$ cat config.mk
export PLATFORM = sky130hd
export DESIGN_NAME = smooth_spline_segment_tessellator_core
export DESIGN_NICKNAME = d
export VERILOG_FILES = /design/src/design/sst_pkg.sv /design/src/design/sst_ctrl.sv /design/src/design/sst_dpath.sv /design/src/design/smooth_spline_segment_tessellator_core.sv
export SDC_FILE = /design/constraint.sdc
export NUM_CORES = 2
export LEC_CHECK = 0
export ABC_CLOCK_PERIOD_IN_PS = 10500
export BUFFER_PORTS_ARGS = -buffer_cell sky130_fd_sc_hd__buf_2
export CORE_ASPECT_RATIO = 1.25
export CORE_MARGIN = 2
export CORE_UTILIZATION = 58
export DETAILED_ROUTE_END_ITERATION = 12
export MAX_ROUTING_LAYER = met4
export PLACE_DENSITY = 0.78
export SYNTH_ARGS = -nofsm -noshare
export SYNTH_HDL_FRONTEND = slang
export SYNTH_SLANG_ARGS = --single-unit
$ cat constraint.sdc
create_clock -name clk -period 10.5 [get_ports clk]
set_input_delay 0.525 -clock clk [delete_from_list [all_inputs] [get_ports clk]]
set_output_delay 0.525 -clock clk [all_outputs]
set_load 0.01 [all_outputs]
$ cat src/design/sst_pkg.sv
// ----------------------------------------------------------------------------
// sst_pkg
// Shared types and constants for the spline segment tessellator.
// ----------------------------------------------------------------------------
`default_nettype none

package sst_pkg;

	localparam int MAX_POINTS = 64;   // curve points per segment, upper bound
	localparam int N_W        = 6;    // subdivision count width
	localparam int SMOOTH_W   = 16;   // smoothness, unsigned Q0.16
	localparam int NN_W       = 12;   // n*n, m*m, i*i
	localparam int DEN_W      = 18;   // n^3 and the cubic weights
	localparam int D2_W       = 19;   // divisor 2*n^3
	localparam int CFG_IDX_W  = 1;
	localparam int CFG_DATA_W = 16;

	localparam logic [CFG_IDX_W-1:0] REG_SMOOTHNESS   = 1'b0;
	localparam logic [CFG_IDX_W-1:0] REG_NUM_SEGMENTS = 1'b1;

	localparam logic [SMOOTH_W-1:0] SMOOTH_RST = 16'd6554;
	localparam logic [N_W-1:0]      NSEG_RST   = 6'd16;

	typedef logic [4:0] op_t;

	localparam op_t OP_NOP      = 5'd0;
	localparam op_t OP_LOAD     = 5'd1;
	localparam op_t OP_CP0      = 5'd2;
	localparam op_t OP_CP1      = 5'd3;
	localparam op_t OP_CP2      = 5'd4;
	localparam op_t OP_CP3      = 5'd5;
	localparam op_t OP_NN       = 5'd6;
	localparam op_t OP_DEN      = 5'd7;
	localparam op_t OP_MM       = 5'd8;
	localparam op_t OP_II       = 5'd9;
	localparam op_t OP_W0       = 5'd10;
	localparam op_t OP_W1       = 5'd11;
	localparam op_t OP_W2       = 5'd12;
	localparam op_t OP_W3       = 5'd13;
	localparam op_t OP_X0       = 5'd14;
	localparam op_t OP_X1       = 5'd15;
	localparam op_t OP_X2       = 5'd16;
	localparam op_t OP_X3       = 5'd17;
	localparam op_t OP_Y0       = 5'd18;
	localparam op_t OP_Y1       = 5'd19;
	localparam op_t OP_Y2       = 5'd20;
	localparam op_t OP_Y3       = 5'd21;
	localparam op_t OP_DIV_LDX  = 5'd22;
	localparam op_t OP_DIV_LDY  = 5'd23;
	localparam op_t OP_DIV_STEP = 5'd24;
	localparam op_t OP_EMIT     = 5'd25;

	typedef struct packed {
		logic last;   // current point index equals n
	} dp_status_t;

endpackage

`default_nettype wire

$ cat src/design/sst_ctrl.sv
// ----------------------------------------------------------------------------
// sst_ctrl
// Sequencer: issues one datapath op per cycle and owns the beat handshakes.
// ----------------------------------------------------------------------------
`default_nettype none

module sst_ctrl
	import sst_pkg::*;
#(
	parameter int COORD_WIDTH = 16
) (
	input  wire logic       clk,
	input  wire logic       arst_n,
	input  wire logic       s_valid,
	input  wire logic       m_ready,
	input  wire dp_status_t status,
	output logic            s_ready,
	output logic            m_valid,
	output op_t             op
);

	localparam int QB   = COORD_WIDTH + 3;
	localparam int CNTW = $clog2(COORD_WIDTH + 4);

	localparam logic [2:0] ST_IDLE  = 3'd0;
	localparam logic [2:0] ST_SETUP = 3'd1;
	localparam logic [2:0] ST_POINT = 3'd2;
	localparam logic [2:0] ST_DIVX  = 3'd3;
	localparam logic [2:0] ST_DIVY  = 3'd4;
	localparam logic [2:0] ST_EMIT  = 3'd5;

	logic [2:0]      state_q, state_d;
	logic [CNTW-1:0] cnt_q, cnt_d;
	logic            out_valid_q, out_valid_d;
	logic            emit_ok;

	assign s_ready = (state_q == ST_IDLE);
	assign m_valid = out_valid_q;
	assign emit_ok = !out_valid_q || m_ready;

	always_comb begin
		state_d     = state_q;
		cnt_d       = cnt_q + CNTW'(1);
		op          = OP_NOP;
		out_valid_d = out_valid_q && !m_ready;
		unique case (state_q)
			ST_IDLE: begin
				cnt_d = '0;
				if (s_valid) begin
					op      = OP_LOAD;
					state_d = ST_SETUP;
				end
			end
			ST_SETUP: begin
				unique case (cnt_q)
					CNTW'(0): op = OP_CP0;
					CNTW'(1): op = OP_CP1;
					CNTW'(2): op = OP_CP2;
					CNTW'(3): op = OP_CP3;
					CNTW'(4): op = OP_NN;
					CNTW'(6): op = OP_DEN;
					default:  op = OP_NOP;
				endcase
				if (cnt_q == CNTW'(6)) begin
					state_d = ST_POINT;
					cnt_d   = '0;
				end
			end
			ST_POINT: begin
				unique case (cnt_q)
					CNTW'(0):  op = OP_MM;
					CNTW'(1):  op = OP_II;
					CNTW'(2):  op = OP_W0;
					CNTW'(3):  op = OP_W1;
					CNTW'(4):  op = OP_W2;
					CNTW'(5):  op = OP_W3;
					CNTW'(6):  op = OP_X0;
					CNTW'(7):  op = OP_X1;
					CNTW'(8):  op = OP_X2;
					CNTW'(9):  op = OP_X3;
					CNTW'(10): op = OP_Y0;
					CNTW'(11): op = OP_Y1;
					CNTW'(12): op = OP_Y2;
					CNTW'(13): op = OP_Y3;
					default:   op = OP_NOP;
				endcase
				if (cnt_q == CNTW'(13)) begin
					state_d = ST_DIVX;
					cnt_d   = '0;
				end
			end
			ST_DIVX: begin
				op = (cnt_q == '0) ? OP_DIV_LDX : OP_DIV_STEP;
				if (cnt_q == CNTW'(QB)) begin
					state_d = ST_DIVY;
					cnt_d   = '0;
				end
			end
			ST_DIVY: begin
				op = (cnt_q == '0) ? OP_DIV_LDY : OP_DIV_STEP;
				if (cnt_q == CNTW'(QB)) begin
					state_d = ST_EMIT;
					cnt_d   = '0;
				end
			end
			ST_EMIT: begin
				cnt_d = '0;
				if (emit_ok) begin
					op          = OP_EMIT;
					out_valid_d = 1'b1;
					state_d     = status.last ? ST_IDLE : ST_POINT;
				end
			end
			default: begin
				state_d = ST_IDLE;
				cnt_d   = '0;
			end
		endcase
	end

	always_ff @(posedge clk or negedge arst_n) begin
		if (!arst_n) begin
			state_q     <= ST_IDLE;
			cnt_q       <= '0;
			out_valid_q <= 1'b0;
		end else begin
			state_q     <= state_d;
			cnt_q       <= cnt_d;
			out_valid_q <= out_valid_d;
		end
	end

endmodule

`default_nettype wire

$ cat src/design/sst_dpath.sv
// ----------------------------------------------------------------------------
// sst_dpath
// Datapath: shared multiplier, accumulators, bit-serial divider, output reg.
// ----------------------------------------------------------------------------
`default_nettype none

module sst_dpath
	import sst_pkg::*;
#(
	parameter int COORD_WIDTH = 16
) (
	input  wire logic                          clk,
	input  wire logic                          arst_n,
	input  wire op_t                           op,
	output dp_status_t                         status,
	input  wire logic                          cfg_we,
	input  wire logic [CFG_IDX_W-1:0]          cfg_index,
	input  wire logic [CFG_DATA_W-1:0]         cfg_data,
	input  wire logic signed [COORD_WIDTH-1:0] prev_x,
	input  wire logic signed [COORD_WIDTH-1:0] prev_y,
	input  wire logic signed [COORD_WIDTH-1:0] start_x,
	input  wire logic signed [COORD_WIDTH-1:0] start_y,
	input  wire logic signed [COORD_WIDTH-1:0] end_x,
	input  wire logic signed [COORD_WIDTH-1:0] end_y,
	input  wire logic signed [COORD_WIDTH-1:0] next_x,
	input  wire logic signed [COORD_WIDTH-1:0] next_y,
	input  wire logic                          has_prev,
	input  wire logic                          has_next,
	output logic signed [COORD_WIDTH-1:0]      point_x,
	output logic signed [COORD_WIDTH-1:0]      point_y,
	output logic [N_W-1:0]                     point_index,
	output logic                               point_last
);

	localparam int CW   = COORD_WIDTH;
	localparam int CPW  = CW + 2;        // control points
	localparam int DFW  = CW + 3;        // neighbour differences
	localparam int AW   = CW + 4;        // multiplier operand A
	localparam int BW   = 20;            // multiplier operand B
	localparam int PW   = AW + BW;
	localparam int SW   = PW - 15;       // control point sum before clamp
	localparam int NUMW = CW + 20;       // curve numerator
	localparam int QB   = CW + 3;        // quotient bits
	localparam int NW   = QB + D2_W;     // offset dividend

	localparam logic [N_W-1:0] N_MAX = N_W'(MAX_POINTS - 1);

	function automatic logic [CPW-1:0] sat_cp(input logic [SW-1:0] v);
		if (v[SW-1:CPW-1] == {(SW-CPW+1){v[SW-1]}})
			return v[CPW-1:0];
		return v[SW-1] ? {1'b1, {(CPW-1){1'b0}}} : {1'b0, {(CPW-1){1'b1}}};
	endfunction

	function automatic logic [CW-1:0] sat_out(input logic [QB-1:0] v);
		if (v[QB-1:CW-1] == {(QB-CW+1){v[QB-1]}})
			return v[CW-1:0];
		return v[QB-1] ? {1'b1, {(CW-1){1'b0}}} : {1'b0, {(CW-1){1'b1}}};
	endfunction

	// configuration
	logic [SMOOTH_W-1:0] smooth_q;
	logic [N_W-1:0]      nseg_q;

	// per segment
	logic signed [CPW-1:0] sx_q, sy_q, ex_q, ey_q, c1x_q, c1y_q, c2x_q, c2y_q;
	logic signed [DFW-1:0] dx1_q, dy1_q, dx2_q, dy2_q;
	logic [SMOOTH_W-1:0]   s_q;
	logic [N_W-1:0]        n_q, i_q;
	logic [NN_W-1:0]       nn_q, mm_q, ii_q;
	logic [DEN_W-1:0]      den_q;
	logic [DEN_W-1:0]      w_q [4];
	logic signed [NUMW-1:0] accx_q, accy_q;

	// multiplier
	op_t                  op_q;
	logic signed [AW-1:0] mul_a;
	logic signed [BW-1:0] mul_b;
	logic signed [PW-1:0] prod_q;

	// divider
	logic [D2_W-1:0] rem_q;
	logic [QB-1:0]   dvd_q, qx_q;

	// output register
	logic [CW-1:0]  ox_q, oy_q;
	logic [N_W-1:0] oidx_q;
	logic           olast_q;

	logic [N_W-1:0] m_val, n_clamp;
	logic [7:0]     three_i, three_m;

	logic signed [CPW-1:0] ld_sx, ld_sy, ld_ex, ld_ey, ld_px, ld_py, ld_nx, ld_ny;

	logic signed [PW-16-1:0] cp_off;
	logic signed [CPW-1:0]   cp_anchor;
	logic [CPW-1:0]          cp_res;

	logic signed [NUMW-1:0] div_acc;
	logic [NW-1:0]          div_a;
	logic [D2_W-1:0]        d2;
	logic [D2_W:0]          div_t;
	logic                   div_ge;

	assign m_val       = n_q - i_q;
	assign three_i     = 8'(i_q) + 8'({i_q, 1'b0});
	assign three_m     = 8'(m_val) + 8'({m_val, 1'b0});
	assign status.last = (i_q == n_q);

	assign n_clamp = (nseg_q == '0) ? N_W'(1) : ((nseg_q > N_MAX) ? N_MAX : nseg_q);

	// reflected neighbours stay exact in CPW bits
	assign ld_sx = CPW'(start_x);
	assign ld_sy = CPW'(start_y);
	assign ld_ex = CPW'(end_x);
	assign ld_ey = CPW'(end_y);
	assign ld_px = has_prev ? CPW'(prev_x) : (ld_sx <<< 1) - ld_ex;
	assign ld_py = has_prev ? CPW'(prev_y) : (ld_sy <<< 1) - ld_ey;
	assign ld_nx = has_next ? CPW'(next_x) : (ld_ex <<< 1) - ld_sx;
	assign ld_ny = has_next ? CPW'(next_y) : (ld_ey <<< 1) - ld_sy;

	always_comb begin
		mul_a = '0;
		mul_b = '0;
		unique case (op)
			OP_CP0: begin mul_a = AW'(dx1_q); mul_b = BW'(s_q); end
			OP_CP1: begin mul_a = AW'(dy1_q); mul_b = BW'(s_q); end
			OP_CP2: begin mul_a = AW'(dx2_q); mul_b = BW'(s_q); end
			OP_CP3: begin mul_a = AW'(dy2_q); mul_b = BW'(s_q); end
			OP_NN:  begin mul_a = AW'(n_q);   mul_b = BW'(n_q); end
			OP_DEN: begin mul_a = AW'(nn_q);  mul_b = BW'(n_q); end
			OP_MM:  begin mul_a = AW'(m_val); mul_b = BW'(m_val); end
			OP_II:  begin mul_a = AW'(i_q);   mul_b = BW'(i_q); end
			OP_W0:  begin mul_a = AW'(mm_q);  mul_b = BW'(m_val); end
			OP_W1:  begin mul_a = AW'(mm_q);  mul_b = BW'(three_i); end
			OP_W2:  begin mul_a = AW'(ii_q);  mul_b = BW'(three_m); end
			OP_W3:  begin mul_a = AW'(ii_q);  mul_b = BW'(i_q); end
			OP_X0:  begin mul_a = AW'(sx_q);  mul_b = BW'(w_q[0]); end
			OP_X1:  begin mul_a = AW'(c1x_q); mul_b = BW'(w_q[1]); end
			OP_X2:  begin mul_a = AW'(c2x_q); mul_b = BW'(w_q[2]); end
			OP_X3:  begin mul_a = AW'(ex_q);  mul_b = BW'(w_q[3]); end
			OP_Y0:  begin mul_a = AW'(sy_q);  mul_b = BW'(w_q[0]); end
			OP_Y1:  begin mul_a = AW'(c1y_q); mul_b = BW'(w_q[1]); end
			OP_Y2:  begin mul_a = AW'(c2y_q); mul_b = BW'(w_q[2]); end
			OP_Y3:  begin mul_a = AW'(ey_q);  mul_b = BW'(w_q[3]); end
			default: begin mul_a = '0; mul_b = '0; end
		endcase
	end

	// control point: anchor + round(s*d / 2^16), halves up, clamped
	always_comb begin
		unique case (op_q)
			OP_CP0:  cp_anchor = sx_q;
			OP_CP1:  cp_anchor = sy_q;
			OP_CP2:  cp_anchor = ex_q;
			default: cp_anchor = ey_q;
		endcase
		cp_off = (PW-16)'((prod_q + $signed(PW'(32768))) >>> 16);
		cp_res = sat_cp(SW'(cp_anchor) + SW'(cp_off));
	end

	// offset dividend (2*num + den) + den*2^QB keeps the division unsigned
	assign d2      = {den_q, 1'b0};
	assign div_acc = (op == OP_DIV_LDX) ? accx_q : accy_q;
	assign div_a   = (NW'(div_acc) << 1) + NW'(den_q) + NW'({den_q, {QB{1'b0}}});
	assign div_t   = {rem_q, dvd_q[QB-1]};
	assign div_ge  = (div_t >= {1'b0, d2});

	always_ff @(posedge clk or negedge arst_n) begin
		if (!arst_n) begin
			smooth_q <= SMOOTH_RST;
			nseg_q   <= NSEG_RST;
			i_q      <= '0;
			op_q     <= OP_NOP;
		end else begin
			op_q <= op;
			if (cfg_we) begin
				if (cfg_index == REG_SMOOTHNESS)
					smooth_q <= cfg_data[SMOOTH_W-1:0];
				else if (cfg_index == REG_NUM_SEGMENTS)
					nseg_q <= cfg_data[N_W-1:0];
			end
			if (op == OP_LOAD)
				i_q <= '0;
			else if (op == OP_EMIT)
				i_q <= status.last ? '0 : i_q + N_W'(1);
		end
	end

	always_ff @(posedge clk) begin
		prod_q <= mul_a * mul_b;

		unique case (op_q)
			OP_CP0: c1x_q  <= cp_res;
			OP_CP1: c1y_q  <= cp_res;
			OP_CP2: c2x_q  <= cp_res;
			OP_CP3: c2y_q  <= cp_res;
			OP_NN:  nn_q   <= prod_q[NN_W-1:0];
			OP_DEN: den_q  <= prod_q[DEN_W-1:0];
			OP_MM:  mm_q   <= prod_q[NN_W-1:0];
			OP_II:  ii_q   <= prod_q[NN_W-1:0];
			OP_W0:  w_q[0] <= prod_q[DEN_W-1:0];
			OP_W1:  w_q[1] <= prod_q[DEN_W-1:0];
			OP_W2:  w_q[2] <= prod_q[DEN_W-1:0];
			OP_W3:  w_q[3] <= prod_q[DEN_W-1:0];
			OP_X0:  accx_q <= prod_q[NUMW-1:0];
			OP_X1, OP_X2, OP_X3: accx_q <= accx_q + $signed(prod_q[NUMW-1:0]);
			OP_Y0:  accy_q <= prod_q[NUMW-1:0];
			OP_Y1, OP_Y2, OP_Y3: accy_q <= accy_q + $signed(prod_q[NUMW-1:0]);
			default: ;
		endcase

		unique case (op)
			OP_LOAD: begin
				sx_q  <= ld_sx;
				sy_q  <= ld_sy;
				ex_q  <= ld_ex;
				ey_q  <= ld_ey;
				dx1_q <= DFW'(ld_ex) - DFW'(ld_px);
				dy1_q <= DFW'(ld_ey) - DFW'(ld_py);
				dx2_q <= DFW'(ld_sx) - DFW'(ld_nx);
				dy2_q <= DFW'(ld_sy) - DFW'(ld_ny);
				s_q   <= smooth_q;
				n_q   <= n_clamp;
			end
			OP_DIV_LDX: begin
				rem_q <= div_a[NW-1:QB];
				dvd_q <= div_a[QB-1:0];
			end
			OP_DIV_LDY: begin
				qx_q  <= dvd_q;
				rem_q <= div_a[NW-1:QB];
				dvd_q <= div_a[QB-1:0];
			end
			OP_DIV_STEP: begin
				rem_q <= div_ge ? D2_W'(div_t - {1'b0, d2}) : div_t[D2_W-1:0];
				dvd_q <= {dvd_q[QB-2:0], div_ge};
			end
			OP_EMIT: begin
				// undo the offset by flipping the quotient MSB
				ox_q    <= sat_out({~qx_q[QB-1], qx_q[QB-2:0]});
				oy_q    <= sat_out({~dvd_q[QB-1], dvd_q[QB-2:0]});
				oidx_q  <= i_q;
				olast_q <= status.last;
			end
			default: ;
		endcase
	end

	assign point_x     = ox_q;
	assign point_y     = oy_q;
	assign point_index = oidx_q;
	assign point_last  = olast_q;

endmodule

`default_nettype wire

$ cat src/design/smooth_spline_segment_tessellator_core.sv
// ----------------------------------------------------------------------------
// smooth_spline_segment_tessellator_core
// Turns one polyline segment into the points of a smoothed cubic curve.
// ----------------------------------------------------------------------------
// Input stream: one beat per segment, prev/start/end/next points in tdata and
// the has_prev/has_next flags in tuser. A missing neighbour is reflected from
// the opposite anchor. Output stream: one beat per curve point, n+1 beats per
// segment (n = num_segments, 0 read as 1), tlast on the final point.
// Sequence: the input beat is taken in idle; set-up steps then form the two
// control points and n^3. Every point takes the multiply steps for its
// weights and coordinate products, two bit-serial divisions (x, then y)
// and the emit step. One shared multiplier and one restoring divider do
// this work in turn. s_tready is high only between segments, so no new
// segment is taken before the last point of the current one is emitted.
// The last point sits in the output register while the next segment is
// accepted. When the receiver stalls, the point holds in the output register
// and the sequencer waits before overwriting it.
// Reset (arst_n low) empties the output register, returns to idle and loads
// smoothness = 6554 and num_segments = 16. Configuration writes are taken
// when cfg_we is high and should only be made while the block is idle.
// ----------------------------------------------------------------------------
`default_nettype none

module smooth_spline_segment_tessellator_core
	import sst_pkg::*;
#(
	parameter int COORD_WIDTH = 16,
	localparam int OUT_TDW = ((2 * COORD_WIDTH + N_W + 7) / 8) * 8
) (
	input  wire logic                     clk,
	input  wire logic                     arst_n,
	// prev_x, prev_y, start_x, start_y, end_x, end_y, next_x, next_y
	input  wire logic [8*COORD_WIDTH-1:0] s_tdata,
	// has_prev, has_next
	input  wire logic [1:0]               s_tuser,
	input  wire logic                     s_tvalid,
	output logic                          s_tready,
	// point_x, point_y, point_index, zero pad
	output logic [OUT_TDW-1:0]            m_tdata,
	output logic                          m_tlast,
	output logic                          m_tvalid,
	input  wire logic                     m_tready,
	input  wire logic                     cfg_we,
	input  wire logic [CFG_IDX_W-1:0]     cfg_index,
	input  wire logic [CFG_DATA_W-1:0]    cfg_data
);

	localparam int CW = COORD_WIDTH;

	op_t        op;
	dp_status_t status;

	logic signed [CW-1:0] point_x, point_y;
	logic [N_W-1:0]       point_index;

	sst_ctrl #(
		.COORD_WIDTH(COORD_WIDTH)
	) u_ctrl (
		.clk     (clk),
		.arst_n  (arst_n),
		.s_valid (s_tvalid),
		.m_ready (m_tready),
		.status  (status),
		.s_ready (s_tready),
		.m_valid (m_tvalid),
		.op      (op)
	);

	sst_dpath #(
		.COORD_WIDTH(COORD_WIDTH)
	) u_dpath (
		.clk         (clk),
		.arst_n      (arst_n),
		.op          (op),
		.status      (status),
		.cfg_we      (cfg_we),
		.cfg_index   (cfg_index),
		.cfg_data    (cfg_data),
		.prev_x      (s_tdata[0*CW +: CW]),
		.prev_y      (s_tdata[1*CW +: CW]),
		.start_x     (s_tdata[2*CW +: CW]),
		.start_y     (s_tdata[3*CW +: CW]),
		.end_x       (s_tdata[4*CW +: CW]),
		.end_y       (s_tdata[5*CW +: CW]),
		.next_x      (s_tdata[6*CW +: CW]),
		.next_y      (s_tdata[7*CW +: CW]),
		.has_prev    (s_tuser[0]),
		.has_next    (s_tuser[1]),
		.point_x     (point_x),
		.point_y     (point_y),
		.point_index (point_index),
		.point_last  (m_tlast)
	);

	assign m_tdata = OUT_TDW'({point_index, point_y, point_x});

endmodule

`default_nettype wire

# ---- Yosys cells after proc, flatten, opt, wreduce, memory -nomap -nowiden
# Memory sizes are Yosys's and may differ from the RTL's.
# Cells that the tools add are included.
dict set report totals {
  input_bits 152
  regBits 538
  out_inout_bits 43
  romBits 80
  ramBits 72
  n_memories 2
}
dict set report classes {
  eq_ne 67
  muxes 69
  multipliers 1
  bitwise_logic 3
  add_sub_neg 20
  n_reduce_logical 32
  magnitude_cmp 2
}
# name words word_bits read_ports rd_ports_with_merged_regs write_ports line_no
set memory_table {}
lappend memory_table {{(name not given)} 16 5 1 0 0 sst_ctrl.sv:70} ;# unique case (cnt_q)
lappend memory_table {u_dpath.w_q 4 18 4 0 1 sst_dpath.sv:71} ;# logic [DEN_W-1:0] w_q [4];
# operator count
set op_table {}
lappend op_table {{$pmux 20 s18} 1}
lappend op_table {{$mux 18} 10}
lappend op_table {{$pmux 18 s10} 1}
lappend op_table {{$pmux 36 s2} 2}
lappend op_table {{$mux 16} 6}
lappend op_table {{$eq 5x4->1 const B} 17}
lappend op_table {{$eq 5x5->1 const B} 17}
lappend op_table {{$pmux 19 s2} 2}
lappend op_table {{$sub 16x18->19} 4}
lappend op_table {{$add 36x36->36} 2}
lappend op_table {{$sub 17x16->18} 4}
lappend op_table {{$pmux 18 s3} 1}
lappend op_table {{$reduce_or 18->1} 3}
lappend op_table {{$eq 5x3->1 const B} 10}
lappend op_table {{$add 40x17->40 const B} 1}
lappend op_table {{$mul 20x19->39} 1}
lappend op_table {{$add 37x19->38} 1}
lappend op_table {{$add 38x37->38} 1}
lappend op_table {{$mux 36} 1}
lappend op_table {{$pmux 3 s6} 2}
lappend op_table {{$eq 5x2->1 const B} 6}
lappend op_table {{$pmux 5 s6} 1}
lappend op_table {{$add 18x24->25} 1}
lappend op_table {{$mux 5} 5}
lappend op_table {{other kinds (36)} 94}

# ---- Depth between registers and ports, before layout
dict set report depth {
  ltp_word 9
  depth_mapped 39
  depth_no_buf 38
}

# ---- Modules after synthesis
# A second synthesis with hierarchy kept.
dict set report unflattened {
  hier_cells 5150
  hier_area_um2 50870.0
}
# module n_inst area_per_inst_um2 cells_each
set modules_own_cells {}
lappend modules_own_cells {sst_dpath 1 50044.2 5051}
lappend modules_own_cells {sst_ctrl 1 807.0 96}
lappend modules_own_cells {smooth_spline_segment_tessellator_core 1 18.8 3}

# ---- Worst setup path after synthesis
# OpenSTA, ideal clock, no wires.
dict set report synth_path {
  path_type {flip-flop to flip-flop}
  startpoint {register u_ctrl.state_q[0]}
  endpoint {register u_dpath.prod_q[37]}
  required_time_ps 10428
  path_slack_ps 481
  stages_incl_launch_ff 33
  synth_period_minus_slack_ps 10019
  t_arrival_ps 9946
  setup_time_ps 72
  cell_sequence {dfrtp_1 clkbuf_1 clkbuf_1 o21ai_1 nor3_1 nand2b_1 nor2_1 a22o_1 a221oi_1 nand4_1 a2111oi_4 nor2_1 fa_1 inv_1 fa_1 fa_1 inv_1 fa_1 fa_1 inv_1 fa_1 inv_1 ha_1 and3_1 a221o_1 a21o_1 a21oi_1 a211oi_1 or4_1 a21oi_1 o21ai_1 a21oi_1 xnor2_1}
}
dict set report synth_via {
  elab_chain_cells 6
  elab_cells_between_ends 40
}
# item line_no
set synth_rtl {}
lappend synth_rtl {{from (decl)} sst_ctrl.sv:32} ;# logic [2:0] state_q, state_d;
lappend synth_rtl {{from (signal assigned)} sst_ctrl.sv:127} ;# state_q <= state_d;
lappend synth_rtl {{$eq 3x3->1, or another cell as far along} sst_ctrl.sv:46} ;# unique case (state_q)
lappend synth_rtl {{$pmux 5 s6 (*)} sst_ctrl.sv:46}
lappend synth_rtl {{$eq 5x2->1, or another cell as far along} sst_dpath.sv:124} ;# unique case (op)
lappend synth_rtl {{$reduce_or 4->1 (no line) / $reduce_or 2->1 (equally long branches)} n/a}
lappend synth_rtl {{$pmux 18 s10 / $pmux 20 s18 (equally long branches)} sst_dpath.sv:124}
lappend synth_rtl {{$mul 20x19->39 (*)} sst_dpath.sv:190} ;# prod_q <= mul_a * mul_b;
lappend synth_rtl {{to (signal assigned)} sst_dpath.sv:190}
lappend synth_rtl {{to (decl)} sst_dpath.sv:78} ;# logic signed [PW-1:0] prod_q;
# Mark *: on every way between the ends. The rest lies on a longest branch, timed or not.
# A chain may end at the register's enable or synchronous reset.

# ---- Final worst setup path
dict set report layout_path {
  startpoint {register u_ctrl.cnt_q[1]}
  endpoint {register u_dpath.prod_q[35]}
}
dict set report layout_via {
  elab_chain_cells 7
  elab_cells_between_ends 45
}
# item line_no
set layout_rtl {}
lappend layout_rtl {{from (decl)} sst_ctrl.sv:33} ;# logic [CNTW-1:0] cnt_q, cnt_d;
lappend layout_rtl {{from (signal assigned)} sst_ctrl.sv:128} ;# cnt_q <= cnt_d;
lappend layout_rtl {{$mem_v2 16x5, or another cell as far along} n/a}
lappend layout_rtl {{$mux 5, or another cell as far along} sst_ctrl.sv:70}
lappend layout_rtl {{$pmux 5 s6 (*)} sst_ctrl.sv:46}
lappend layout_rtl {{$eq 5x2->1, or another cell as far along} sst_dpath.sv:124}
lappend layout_rtl {{$reduce_or 4->1 (no line) / $reduce_or 2->1 (equally long branches)} n/a}
lappend layout_rtl {{$pmux 18 s10 / $pmux 20 s18 (equally long branches)} sst_dpath.sv:124}
lappend layout_rtl {{$mul 20x19->39 (*)} sst_dpath.sv:190}
# Marked as above.

==> impl_results.md <==
* Final Skew at 0.03719 ns
* Std cell rows at 122
* Final Max Tran Viols at 0
* XOR/XNOR Fraction of Synth Area at 4.816%
* Max clock buf depth at 3
* Core area at 88230 um2
* Worst Max-Slew Pin Slew at 1.212 ns
* Reg-to-reg endpoint: u_dpath.prod_q[35]
* Status: finished, final reports clean
* Simple-Gate Fraction of Synth Area at 12.67%
* Worst setup path endpoint: u_dpath.prod_q[35]
* Congestion Overflow GR at 0
* Cells after synthesis at 5215
* Post-DRT Antenna Nets at 0
* Fin area at 56420 um2
* Mux share of post-synthesis cell area at 2.436%
* Post-synth cell types at 98
* DIE WIDTH at 270.4 um
* Clock Pin Slew Worst Setup and Hold Paths at 0.07 ns
* Worst min-delay path class: in -> async
* Fraction of registers with async set or reset after synthesis at 6.897%
* Worst slew margin at 19.17%
* CP max stage cell: or4_1
* Commonest non-fill, non-tap cell in the layout: inv_1
* CP peak stage delay at 0.62 ns
* First-pass DRT Iterations at 9
* Fin crit share at 95.49%
* Synth Cell Area at 51470 um2
* Residual DRC count at 0
* Number of global-route vias before repair at 41.60k
* R2R Path Start: u_ctrl.cnt_q[1]
* Synth warnings at 0
* Detailed placement HPWL at 118600 um
* Fin nets at 6368
* TritonCTS Sinks at 609
* Setup TNS at 0 ns
* Port Buffers at 192
* Area grow syn2layout at 9.612%
* GPL Wtd Cong at 1.001
* Vias at 40.73k
* Pin count of the biggest net entering global routing at 83
* Die height at 337.1 um
* Worst EP arrival at 10.61 ns
* Seq/Total Area, Yosys at 34.38%
* Critical path origin: u_ctrl.cnt_q[1]
* I/O Pins at 195
* Total track usage at 33.59%
* CTS tree: built
* Vias per cell at 6.105
* Dpl cell area at 54220 um2
* # H-tree levels at 2
* Synth Area per Inst at 9.870 um2
* Endpoints failing setup at 0
* Max_cap viols at 0
* CP Capture Type: flop
* Post-synthesis adder-cell area fraction at 24.25%
* Flop-to-flop setup slack at 0.47 ns
* Clock period minus worst slack at 10.03 ns
* Final hold vios at 0
* Share of cells above drive strength 1 at 10.55%
* Die area at 91160 um2
* First-pass GRT wire length at 229300 um
* Achievable Freq at 99.74 MHz
* Cts bufs inserted at 59
* Synth Area in Compound Gates at 15.29%
* Post-Route WL at 148800 um
* Synth top area share at 30.80%
* Yosys reg bits at 609
* Fillers at 7140
* Routed wire per std cell at 22.31 um
* Ranking of synthesized cells by area: edfxtp_1, fa_1, ha_1
* Initial DRC Count at 3882
* Initial Util at 58.34%
* Root buffer cell: clkbuf_16
* Post-synth top flop: edfxtp_1
* CP Launch Type: flop
* Most frequent cells in the layout: inv_1, edfxtp_1, nand2_1, nor2_1, ha_1
* Initial antenna violation count at 3
* Number of enable flip-flop cells after synthesis at 528
* Clock latency on the worst-skew pair at 0.68 ns
* WP data required at 11.09 ns
* FF-to-FF path depth at 35
* CP max FO at 13
* RSZ-0062 raised after global routing: no
* Hold Buf Count CTS at 0
* Setup CP Type: reg -> reg
* Main combinational cell family by area after synthesis: adder cells
* Synth area leader: edfxtp_1
==> metrics by stage <==
step	worst slack, ns	hold slack [ns]	util [%]	std cells
2_1_floorplan	0.4815	0.2294	-	5216
3_3_place_gp	0.4798	0.4325	61.46	6549
3_5_place_dp	0.3908	0.4405	61.46	6549
4_1_cts	0.2956	0.05528	63.82	6660
5_1_grt	0.02790	0.07296	63.94	6670
6_report	0.4739	0.03329	63.94	6671
==> registers in the layout, summed over array words and instances, names as in the netlist, 18 cells and up <==
register / flops
u_dpath.w_q: 72
u_dpath.prod_q: 39
u_dpath.accx_q: 36
u_dpath.accy_q: 36
u_dpath.dvd_q: 19
u_dpath.dx1_q: 19
u_dpath.dx2_q: 19
u_dpath.dy1_q: 19
u_dpath.dy2_q: 19
u_dpath.qx_q: 19
u_dpath.rem_q: 19
u_dpath.c1x_q: 18
u_dpath.c1y_q: 18
u_dpath.c2x_q: 18
u_dpath.c2y_q: 18
u_dpath.den_q: 18
==> final cells by class <==
type / instances / area [um2] / area share [%]
inverters: 669 / 2511 / 4.451
clock inverters: 46 / 568.0 / 1.007
multi-input cells: 3787 / 30750 / 54.51
diodes: 3 / 7.507 / 0.01331
flip-flops and latches: 609 / 17700 / 31.37
well taps: 1178 / 1474 / 2.612
clock buffers: 65 / 1520 / 2.695
repair buffers: 314 / 1889 / 3.349
==> Yosys cell counts, drive strengths merged, types with 49 or more instances <==
cell type,count
a21o,110
a21oi,257
a22oi,89
buf,61
clkbuf,90
edfxtp,528
fa,369
ha,407
inv,669
mux2,70
nand2,520
nand2b,49
nand3,85
nor2,450
nor2b,55
nor3,75
o21ai,305
xnor2,171
xor2,112
==> routing by layer <==
layer  GRT usage [%]  wire, um  vias to the layer above
met5               -         0                        -
met4           19.90     10650                        0
met3           4.394     10540                      560
met2           58.60     73810                     1919
met1           36.81     53810                    19593
li1                -         -                    18656
==> how the worst min path moves through the flow <==
stage,end,slack (ns)
finish,u_dpath.smooth_q[2],0.03
global route,u_dpath.smooth_q[9],0.07
CTS,u_dpath.smooth_q[12],0.06
detailed placement,u_dpath.s_q[15],0.44
global placement,u_dpath.s_q[10],0.43
floorplan,u_ctrl.cnt_q[0],0.23
==> logic make-up (layout without fill, tap and decap cells) <==
logic type | count (synthesis) | in the layout
flip-flops | 609 | 609
AND/OR/NAND/NOR | 1435 | 1435
multiplexers | 115 | 115
other | 1 | 5
adder cells (fa/ha/maj) | 776 | 776
XOR/XNOR | 283 | 283
AO/OA/AOI/OAI | 1176 | 1176
buffers and inverters | 820 | 1094
==> critical path: cells and delay by family, from the launching register on <==
family | cells | cell delay, ns
flip-flops | 1 | 0.47
adder cells (fa/ha/maj) | 8 | 3.59
buffers and inverters | 8 | 1.00
AO/OA/AOI/OAI | 10 | 2.13
XOR/XNOR | 1 | 0.15
AND/OR/NAND/NOR | 8 | 2.57
==> timing repair <==
item                                    4_1_cts  5_1_grt
endpoints found under the setup margin        0        5
buffers inserted                              0        8
gates resized for setup                       0        6
Power is left out: the tool's default activity adds up to more than one toggle a clock period on the data nets, which glitch-free logic cannot reach.
